==> src/point_cloud_height_map_macros.svh <==
// Assertion macros shared by the height map design files.
`ifndef POINT_CLOUD_HEIGHT_MAP_MACROS_SVH
`define POINT_CLOUD_HEIGHT_MAP_MACROS_SVH

// Checks that the consequence holds in the same cycle as the antecedent.
`define PCHM_ASSERT_NOW(label, ante, cons, msg) \
    label: assert property (@(posedge aclk) disable iff (!aresetn) (ante) |-> (cons)) \
        else $error(msg);

// Checks that the consequence holds in the cycle after the antecedent.
`define PCHM_ASSERT_NEXT(label, ante, cons, msg) \
    label: assert property (@(posedge aclk) disable iff (!aresetn) (ante) |=> (cons)) \
        else $error(msg);

`endif

==> src/pchm_pkg.sv <==
// Shared widths, types and register indexes of the height map block.
package pchm_pkg;

    // Field widths fixed by the interface.
    localparam int COORD_W   = 16;
    localparam int COL_W     = 10;
    localparam int ROW_W     = 9;
    localparam int CODE_W    = 8;
    localparam int CODE_TOP  = 255;
    localparam int CFG_IDX_W = 3;

    typedef logic signed [COORD_W-1:0] coord_t;
    typedef logic [CFG_IDX_W-1:0]      cfg_idx_t;

    // Configuration register indexes.
    localparam cfg_idx_t REG_LOW_X  = 3'd0;
    localparam cfg_idx_t REG_HIGH_X = 3'd1;
    localparam cfg_idx_t REG_LOW_Y  = 3'd2;
    localparam cfg_idx_t REG_HIGH_Y = 3'd3;
    localparam cfg_idx_t REG_LOW_Z  = 3'd4;
    localparam cfg_idx_t REG_HIGH_Z = 3'd5;

endpackage

==> src/pchm_scale.sv <==
// Scaling unit: floor(num * TOP / den) for num < den, one quotient bit per cycle.
module pchm_scale import pchm_pkg::*; #(
    parameter int TOP = 255
) (
    input  logic                        aclk,
    input  logic                        aresetn,
    input  logic                        start,
    input  logic [COORD_W-1:0]          num,
    input  logic [COORD_W-1:0]          den,
    output logic                        busy,
    output logic [$clog2(TOP + 1)-1:0]  quot
);

    localparam int QW    = $clog2(TOP + 1);
    localparam int PW    = COORD_W + QW;
    localparam int CNT_W = $clog2(QW + 1);

    typedef enum logic [1:0] {
        ST_IDLE,
        ST_MUL,
        ST_DIV
    } state_t;

    state_t             state_reg;
    logic [COORD_W-1:0] num_reg;
    logic [COORD_W-1:0] den_reg;
    logic [COORD_W-1:0] rem_reg;
    logic [QW-1:0]      nlow_reg;
    logic [CNT_W-1:0]   cnt_reg;

    logic [PW-1:0]      prod;
    logic [COORD_W:0]   trial;
    logic [COORD_W:0]   diff;
    logic               ge;

    // Product of the operand and the scale; it is below den * 2^QW, so its
    // upper part starts out smaller than the divisor.
    assign prod = PW'(num_reg) * PW'(TOP);

    // Restoring division step: bring down the next bit and try a subtract.
    assign trial = {rem_reg, nlow_reg[QW-1]};
    assign diff  = trial - {1'b0, den_reg};
    assign ge    = trial >= {1'b0, den_reg};

    assign busy = (state_reg != ST_IDLE);
    assign quot = nlow_reg;

    // Sequencer: load, multiply, then QW division steps.
    always_ff @(posedge aclk) begin
        if (!aresetn) begin
            state_reg <= ST_IDLE;
            cnt_reg   <= '0;
        end else begin
            case (state_reg)
                ST_IDLE: begin
                    if (start) begin
                        num_reg   <= num;
                        den_reg   <= den;
                        state_reg <= ST_MUL;
                    end
                end
                ST_MUL: begin
                    rem_reg   <= prod[PW-1:QW];
                    nlow_reg  <= prod[QW-1:0];
                    cnt_reg   <= CNT_W'(QW);
                    state_reg <= ST_DIV;
                end
                ST_DIV: begin
                    rem_reg  <= ge ? diff[COORD_W-1:0] : trial[COORD_W-1:0];
                    nlow_reg <= QW'({nlow_reg, ge});
                    cnt_reg  <= cnt_reg - 1'b1;
                    if (cnt_reg == CNT_W'(1)) begin
                        state_reg <= ST_IDLE;
                    end
                end
                default: begin
                    state_reg <= ST_IDLE;
                end
            endcase
        end
    end

endmodule

==> config.mk <==
export PLATFORM = sky130hd
export DESIGN_NAME = pchm_scale
export DESIGN_NICKNAME = d
export VERILOG_FILES = /design/src/point_cloud_height_map_macros.svh /design/src/pchm_pkg.sv /design/src/pchm_scale.sv
export SDC_FILE = /design/constraint.sdc
export NUM_CORES = 1
export LEC_CHECK = 0
export ABC_CLOCK_PERIOD_IN_PS = 5900
export BUFFER_PORTS_ARGS = -buffer_cell sky130_fd_sc_hd__buf_2
export CAP_MARGIN = 5
export CORE_AREA = 8 8 119 121
export CTS_BUF_LIST = sky130_fd_sc_hd__clkbuf_4
export CTS_CLUSTER_DIAMETER = 120
export DETAILED_ROUTE_END_ITERATION = 12
export DIE_AREA = 0 0 127 129
export GPL_TIMING_DRIVEN = 0
export PLACE_DENSITY_LB_ADDON = 0.2
export RECOVER_POWER = 50
export REMOVE_ABC_BUFFERS = 1
export SYNTH_ARGS = -nofsm -noshare
export SYNTH_HDL_FRONTEND = slang
export SYNTH_SLANG_ARGS = --single-unit
==> constraint.sdc <==
create_clock -name aclk -period 5.9 [get_ports aclk]
set_input_delay 1.18 -clock aclk [delete_from_list [all_inputs] [get_ports aclk]]
set_output_delay 1.18 -clock aclk [all_outputs]
set_load 0.02 [all_outputs]
Word level (Yosys, flattened, before mapping):

Cells that the tools add are included.

* equality and inequality tests: 5
* multiplexer cells: 7
* reductions and logical operators: 6
* $mul: 1
* magnitude comparators: 1
* add/subtract/negate cells: 2

Operators by type and width (number)
* $pmux W16 S2: 1
* $mul A16 B8 Y24 const B: 1
* $ge A17 B16 Y1: 1
* $mux W16: 1
* $pmux W8 S2: 1
* $sub A16 B16 Y16: 1
* $pmux W4 S2: 1
* $pmux W2 S3: 1
* $eq A4 B1 Y1 const B: 1
* $mux W2: 2
* $ne A2 B2 Y1 const B: 2
* $reduce_and A2 Y1: 2
* $reduce_bool A2 Y1: 2
* $sub A4 B1 Y4 const B: 1
* $reduce_and A3 Y1: 1
* $eq A2 B1 Y1 const B: 1
* $eq A2 B2 Y1 const B: 1
* $logic_not A2 Y1: 1

* output and inout bits: 9
* logic and storage cells: 28
* register bits after elaboration: 62
* input bits: 35

Depth between registers and ports, before layout:

Gate-level depths: netlist of run 1.

* depth in word-level cells: 3
* gate-level depth with buffers: 17
* depth with buffers taken out: 17

Least setup slack after synthesis of run 1:

OpenSTA, ideal clock, no wires.

* kind: reg2reg
* from: register num_reg[6]
* to: register rem_reg[14], data pin
* required time: 5.631 ns
* setup slack: 1.127 ns
* arrival time: 4.503 ns
* cell stages (with the launch flop): 18
* period minus slack after synthesis: 4.773 ns
* library setup time: 0.269 ns
* buffers on the path: 0
* cells stage by stage: edfxtp_1 -> inv_1 -> fa_1 -> fa_1 -> inv_1 -> fa_1 -> inv_1 -> fa_1 -> inv_1 -> ha_1 -> or2_1 -> a21oi_1 -> a31oi_1 -> a31oi_1 -> o21ai_1 -> a221oi_1 -> xor2_1 -> mux2i_1

* cells in the longest elaborated chain, start to end: 2

Ends and longest elaborated chain
* start, declared: RTL line pchm_scale.sv:25 `logic [COORD_W-1:0] num_reg;`
* start signal, assigned: RTL line pchm_scale.sv:57 `num_reg <= num;`
* $mul A16 B8 Y24: RTL line pchm_scale.sv:38 `assign prod = PW'(num_reg) * PW'(TOP);`
* $pmux W16 S2: RTL line pchm_scale.sv:54 `case (state_reg)`
* end signal, assigned: RTL line pchm_scale.sv:63 `rem_reg <= prod[PW-1:QW];`
* end signal, assigned: RTL line pchm_scale.sv:69 `rem_reg <= ge ? diff[COORD_W-1:0] : trial[COORD_W-1:0];`
* end, declared: RTL line pchm_scale.sv:27 `logic [COORD_W-1:0] rem_reg;`

Every way passes these cells.
A chain may end at the register's enable or synchronous reset.

Worst setup path in the final report of run 1:

Same ends and word-level chain as after synthesis.

==> results.sh, run 1 <==
export IMPL_synth_most_common_cell="inv_1"
export IMPL_io_pins=44
export IMPL_cp_slowest_cell="fa_1"
export IMPL_crit_start="num_reg[6]"
export IMPL_worstHoldStart="cnt_reg[3]"
export IMPL_fill_cells=1114
export IMPL_grt_pass1_wl_mm=20.7
export IMPL_yosys_area_top_type="edfxtp_1"
export IMPL_fin_crit_sh_pct=88.7
export IMPL_drive_gt1_share_pct=9.77
export IMPL_syn_area_per_cell_um2=9.91
export IMPL_peakVddDrop_v=0.000235
export IMPL_synth_top_area_share_pct=26.3
export IMPL_avgViaCountPerCell=5.16
export IMPL_cts_resized=0
export IMPL_core_um2=12300
export IMPL_yosysUniqueCellTypes=53
export IMPL_grt_pass1_vias=4525
export IMPL_rrSetupSlack_ns=0.67
export IMPL_antenna_found_initial=0
export IMPL_synth_area_leaders="edfxtp_1 26%, fa_1 22%, ha_1 13%, inv_1 9.2%, a21oi_1 3.0%"
export IMPL_cts_setup_buffers=0
export IMPL_first_iter_violations=202
export IMPL_synth_edf_count=56
export IMPL_hp_class="flip-flop to flip-flop"
export IMPL_initial_core_util_pct=52.0
export IMPL_required_ns=6.09
export IMPL_tightest_slew_ns=1.53
export IMPL_cts_sinks=62
export IMPL_cap_violations=1
export IMPL_fin_nets=862
export IMPL_clockBufferDepth=2
export IMPL_cts_clk_slew_worst_paths_ns=0.11
export IMPL_clock_latency_ns=0.45
export IMPL_rsz0062_at_grt="no"
export IMPL_wl_per_cell_um=14.3
export IMPL_start_kind="flip-flop"
export IMPL_fin_crit_ns=5.23
export IMPL_cp_arrival_ns=5.42
export IMPL_dr_pass1_iters=4
export IMPL_area_growth_pct=7.84
export IMPL_dpl_hpwl_mm=9.75
export IMPL_numPortBuffers=43
export IMPL_worstPathMaxFanout=5
export IMPL_finalSetupTns_ns=0
export IMPL_hold_viol=0
export IMPL_synth_common_cells="157 x inv_1, 71 x fa_1, 65 x ha_1, 56 x edfxtp_1, 39 x a21oi_1"
export IMPL_critPathCaptureType="flip-flop"
export IMPL_cts_buffers=9
export IMPL_slew_viol_final=33
export IMPL_crit_chain="inv_1 > fa_1 > fa_1 > inv_1 > fa_1 > inv_1 > fa_1 > inv_1 > ha_1 > or2_1 > a21oi_1 > a31oi_1 > a31oi_1 > o21ai_1 > a221oi_1 > xor2_1 > mux2i_1"
export IMPL_wl_mm=12.1
export IMPL_fp_dieW_um=127
export IMPL_synth_yosys_seq_area_share_pct=28.1
export IMPL_grt_max_degree=33
export IMPL_async_reset_ff_share_pct=0
export IMPL_status="finished with violations"
export IMPL_hold_buffers=0
export IMPL_vias=4368
export IMPL_ys_flop_type="edfxtp_1"
export IMPL_die_area_um2=16400
export IMPL_p_leak_uw=0.00328
export IMPL_clockRootBuffer="clkbuf_4"
export IMPL_drc_errors=0
export IMPL_criticalPathCategory="flip-flop to flip-flop"
export IMPL_setup_violations=0
export IMPL_power_density_nw_per_um2=530
export IMPL_synth_cells=646
export IMPL_antenna_cells=0
export IMPL_skew_ns=0.0242
export IMPL_max_slew_margin_rel_pct=-2.23
export IMPL_grt_usage_pct=15.8
export IMPL_regToRegStartpoint="num_reg[6]"
export IMPL_ys_ff_latch=62
export IMPL_yosysWarnings=0
export IMPL_gr_total_overflow=0
export IMPL_syn_area_um2=6400
export IMPL_fin_ws_ns=0.668
export IMPL_cts_tree="done"
export IMPL_drt_antenna_violating_nets=0
export IMPL_htreeDepth=3
export IMPL_violations="capacitance limit, slew limit"
export IMPL_critical_path_max_stage_delay_ns=0.55
export IMPL_clock_fmax_mhz=191
export IMPL_rows=41
export IMPL_gp_congestion=0.859
export IMPL_place_ws_ns=0.683
export IMPL_dieHeight_um=129
-- area by class of cell --
type,count,area [µm²],area share (%)
multi-input cells,417,3970,57.5
repair buffers,44,241,3.50
clock buffers,12,90.1,1.30
flip-flops and latches,62,1800,26.1
well taps,150,188,2.72
inverters,157,589,8.53
clock inverters,4,22.5,0.326
-- path summary, 6_finish.rpt --
check,to,depth (start not counted)
setup / recovery,rem_reg[14],17
hold reg to reg,cnt_reg[3],2
hold / removal,cnt_reg[3],2
setup reg to reg,rem_reg[14],17
-- routing by layer --
metal | global-route usage [%] | vias up | share of wire (%)
met4 | 5.67 | 0 | 1.7
met5 | 0 | - | 0
met2 | 26.2 | 81 | 48
met1 | 19.9 | 2040 | 47
li1 | - | 2234 | -
met3 | 3.48 | 13 | 3.3
-- per-stage QoR --
step | util, % | hold WS (ns) | power, µW | instances | instance area, µm²
2_1_floorplan | - | 0.474 | 2880 | 636 | 6360
3_3_place_gp | 55.0 | 0.489 | 3320 | 829 | 6770
3_5_place_dp | 55.2 | 0.522 | 3390 | 830 | 6800
4_1_cts | 56.1 | 0.547 | 3690 | 846 | 6910
5_1_grt | 56.1 | 0.586 | 4100 | 846 | 6910
6_report | 56.1 | 0.541 | 3660 | 846 | 6910
-- kinds of logic (layout without fill, tap and decap cells) --
kind of cell | after synthesis | in the layout | share of synthesized area [%]
compound gates | 132 | 132 | 13.1
simple gates | 110 | 110 | 8.40
flops | 62 | 62 | 28.1
fa+ha+maj | 136 | 136 | 34.9
buf+inv | 167 | 217 | 9.83
mux | 12 | 12 | 1.99
xor+xnor | 27 | 27 | 3.69
-- power breakdown --
group / leakage (µW) / switching (µW) / total [µW] / internal [µW]
sequential: 0.000566 / 45.5 / 725 / 679
combinational: 0.00264 / 1510 / 2660 / 1150
clock: 0.0000702 / 168 / 269 / 101
-- layout by cell type, fill, tap and decap left out, drive strengths merged, types with 4 or more instances in the layout --
master,synthesis,layout
a211o,4,4
a211oi,4,4
a21o,12,12
a21oi,40,40
a31oi,7,7
and3,4,4
buf,2,43
clkbuf,8,13
dfxtp,6,6
edfxtp,56,56
fa,71,71
ha,65,65
inv,157,160
mux2,6,6
mux2i,6,6
nand2,26,26
nand2b,6,6
nand3,8,8
nand4,7,7
nor2,32,32
nor2b,7,7
nor3,7,7
o21a,6,6
o21ai,32,32
o31ai,6,6
xnor2,15,15
xor2,12,12
-- critical path: cells and delay by family, from the launching register on --
family	cells	cell delay, ns
compound gates	5	1.17
buf+inv	4	0.38
fa+ha+maj	5	2.49
mux	1	0.10
xor+xnor	1	0.25
flops	1	0.37
simple gates	1	0.22
Note: power is estimated with default switching activity, not from simulation.
==> run 2: changes to the inputs <==
Settings changed: CELL_PAD_IN_SITES_DETAIL_PLACEMENT from default to 0, CELL_PAD_IN_SITES_GLOBAL_PLACEMENT from default to 1, CORE_AREA 8 8 119 121 to 8 8 123 125, DIE_AREA 0 0 127 129 to 0 0 131 133.
==> results.sh, run 2 (synthesis gave the netlist of run 1 again) <==
export IMPL_status="finished with violations"
export IMPL_violations="capacitance limit, slew limit"
export IMPL_clockBufferDepth=2
export IMPL_io_pins=44
export IMPL_skew_ns=0.0191
export IMPL_fp_dieW_um=131
export IMPL_final_cell_mix="157 x inv_1, 71 x fa_1, 65 x ha_1"
export IMPL_dieHeight_um=133
export IMPL_worstPathMaxFanout=5
export IMPL_rows=42
export IMPL_place_ws_ns=0.584
export IMPL_initial_core_util_pct=48.9
export IMPL_clockRootBuffer="clkbuf_4"
export IMPL_tightest_slew_ns=1.65
export IMPL_cts_sinks=62
export IMPL_hp_class="flip-flop to flip-flop"
export IMPL_finalSetupTns_ns=0
export IMPL_p_seq_share_pct=19.5
export IMPL_antenna_found_initial=0
export IMPL_drive_gt1_share_pct=9.91
export IMPL_fin_ws_ns=0.594
export IMPL_antenna_cells=0
export IMPL_start_kind="flip-flop"
export IMPL_fin_crit_ns=5.31
export IMPL_combPwrFrac_pct=72.4
export IMPL_power_density_nw_per_um2=532
export IMPL_area_growth_pct=8.54
export IMPL_cap_violations=1
export IMPL_placed_area_um2=6820
export IMPL_required_ns=6.10
export IMPL_die_area_um2=17400
export IMPL_p_sw_uw=1730
export IMPL_max_slew_margin_rel_pct=-9.89
export IMPL_hold_buffers=0
export IMPL_clock_latency_ns=0.44
export IMPL_wl_mm=12.1
export IMPL_clock_power_share_pct=8.1
export IMPL_fill_cells=1201
export IMPL_drt_antenna_violating_nets=0
export IMPL_design_power_total_uw=3700
export IMPL_slew_viol_final=33
export IMPL_core_um2=13100
export IMPL_grt_usage_pct=15.2
export IMPL_rrSetupSlack_ns=0.59
export IMPL_p_int_uw=1960
export IMPL_gr_total_overflow=0
export IMPL_final_common_cell="inv_1"
export IMPL_r2r_end="rem_reg[14]"
export IMPL_wl_per_cell_um=13.9
export IMPL_dr_pass1_iters=4
export IMPL_rsz0062_at_grt="no"
export IMPL_dpl_hpwl_mm=9.94
export IMPL_crit_chain="inv_1 > fa_1 > inv_1 > fa_1 > fa_1 > inv_1 > fa_1 > inv_1 > ha_1 > and3_1 > a21oi_1 > a31oi_1 > a31oi_1 > o21ai_1 > a221oi_1 > xor2_1 > mux2i_1"
export IMPL_fin_nets=862
export IMPL_critPathCaptureType="flip-flop"
export IMPL_regToRegStartpoint="num_reg[3]"
export IMPL_cts_buffers=9
export IMPL_critical_path_max_stage_delay_ns=0.56
export IMPL_cts_clk_slew_worst_paths_ns=0.11
export IMPL_reg2regPathDepth=17
export IMPL_cts_resized=0
export IMPL_crit_start="num_reg[3]"
export IMPL_vias=4361
export IMPL_grt_pass1_wl_mm=20.9
export IMPL_drc_errors=0
export IMPL_gp_congestion=0.838
export IMPL_criticalPathCategory="flip-flop to flip-flop"
export IMPL_peakVddDrop_v=0.000216
export IMPL_grt_pass1_vias=4513
export IMPL_cp_arrival_ns=5.50
export IMPL_cp_slowest_cell="fa_1"
export IMPL_setup_violations=0
export IMPL_clock_fmax_mhz=188
export IMPL_fin_crit_sh_pct=89.9
export IMPL_cts_tree="done"
export IMPL_hold_viol=0
export IMPL_swShare_pct=46.9
export IMPL_numPortBuffers=43
export IMPL_cts_setup_buffers=0
export IMPL_avgViaCountPerCell=5.00
export IMPL_grt_max_degree=33
export IMPL_htreeDepth=3
export IMPL_p_leak_uw=0.00328
export IMPL_finalInstanceArea_um2=6950
export IMPL_endpoint="rem_reg[14]"
export IMPL_first_iter_violations=159
-- run 2: changes by cell type in the layout (fill, tap and decap cells not counted), sizes merged --
cell    change
clkbuf      -2
bufinv      +1
inv         -3
clkinv      +4
-- run 2: through the flow --
stage                     utilization, %  hold slack (ns)  std cells
after floorplan                        -            0.474        636
after global placement              52.0            0.498        855
after detailed placement            52.1            0.518        856
after CTS                           53.1            0.544        872
after global routing                53.1            0.577        872
final                               53.1            0.540        872
-- run 2: final cells by class --
cell class | instances | area, µm² | share of cell area, %
Timing Repair Buffer | 44 | 229 | 3.29
Clock buffer | 10 | 75.1 | 1.08
Tap cell | 176 | 220 | 3.17
Clock inverter | 6 | 62.6 | 0.900
Sequential cell | 62 | 1800 | 25.9
Multi-Input combinational cell | 417 | 3970 | 57.2
Inverter | 157 | 589 | 8.48
-- run 2: worst max-delay path: cells and delay by family (launching register included) --
family / cells / cell delay [ns]
compound gates: 5 / 1.29
xor+xnor: 1 / 0.27
simple gates: 1 / 0.16
fa+ha+maj: 5 / 2.48
buf+inv: 4 / 0.32
flops: 1 / 0.42
mux: 1 / 0.11
-- run 2: per-layer routing --
layer,track usage [%],share of wire [%],vias to the layer above
met4,4.79,1.6,0
met2,23.7,45,58
li1,-,-,2234
met1,20.1,50,2057
met5,0,0,-
met3,3.70,3.6,12
-- run 2: power groups by stage --
stage | Clock, µW | Sequential [µW] | Combinational (µW)
final | 300 | 722 | 2680
after global routing | 329 | 734 | 3060
after CTS | 313 | 722 | 2700
after detailed placement | 0 | 732 | 2680
after global placement | 0 | 732 | 2640
after floorplan | 0 | 733 | 2140
-- run 2: worst min path at each step --
stage | from | end | slack (ns) | cells after the start
2_1_floorplan | cnt_reg[3] | cnt_reg[3] | 0.47 | 2
3_5_place_dp | cnt_reg[3] | cnt_reg[3] | 0.52 | 2
6_report | cnt_reg[3] | cnt_reg[3] | 0.54 | 2
5_1_grt | cnt_reg[3] | cnt_reg[3] | 0.58 | 2
3_3_place_gp | cnt_reg[3] | cnt_reg[3] | 0.50 | 2
4_1_cts | cnt_reg[3] | cnt_reg[3] | 0.54 | 2
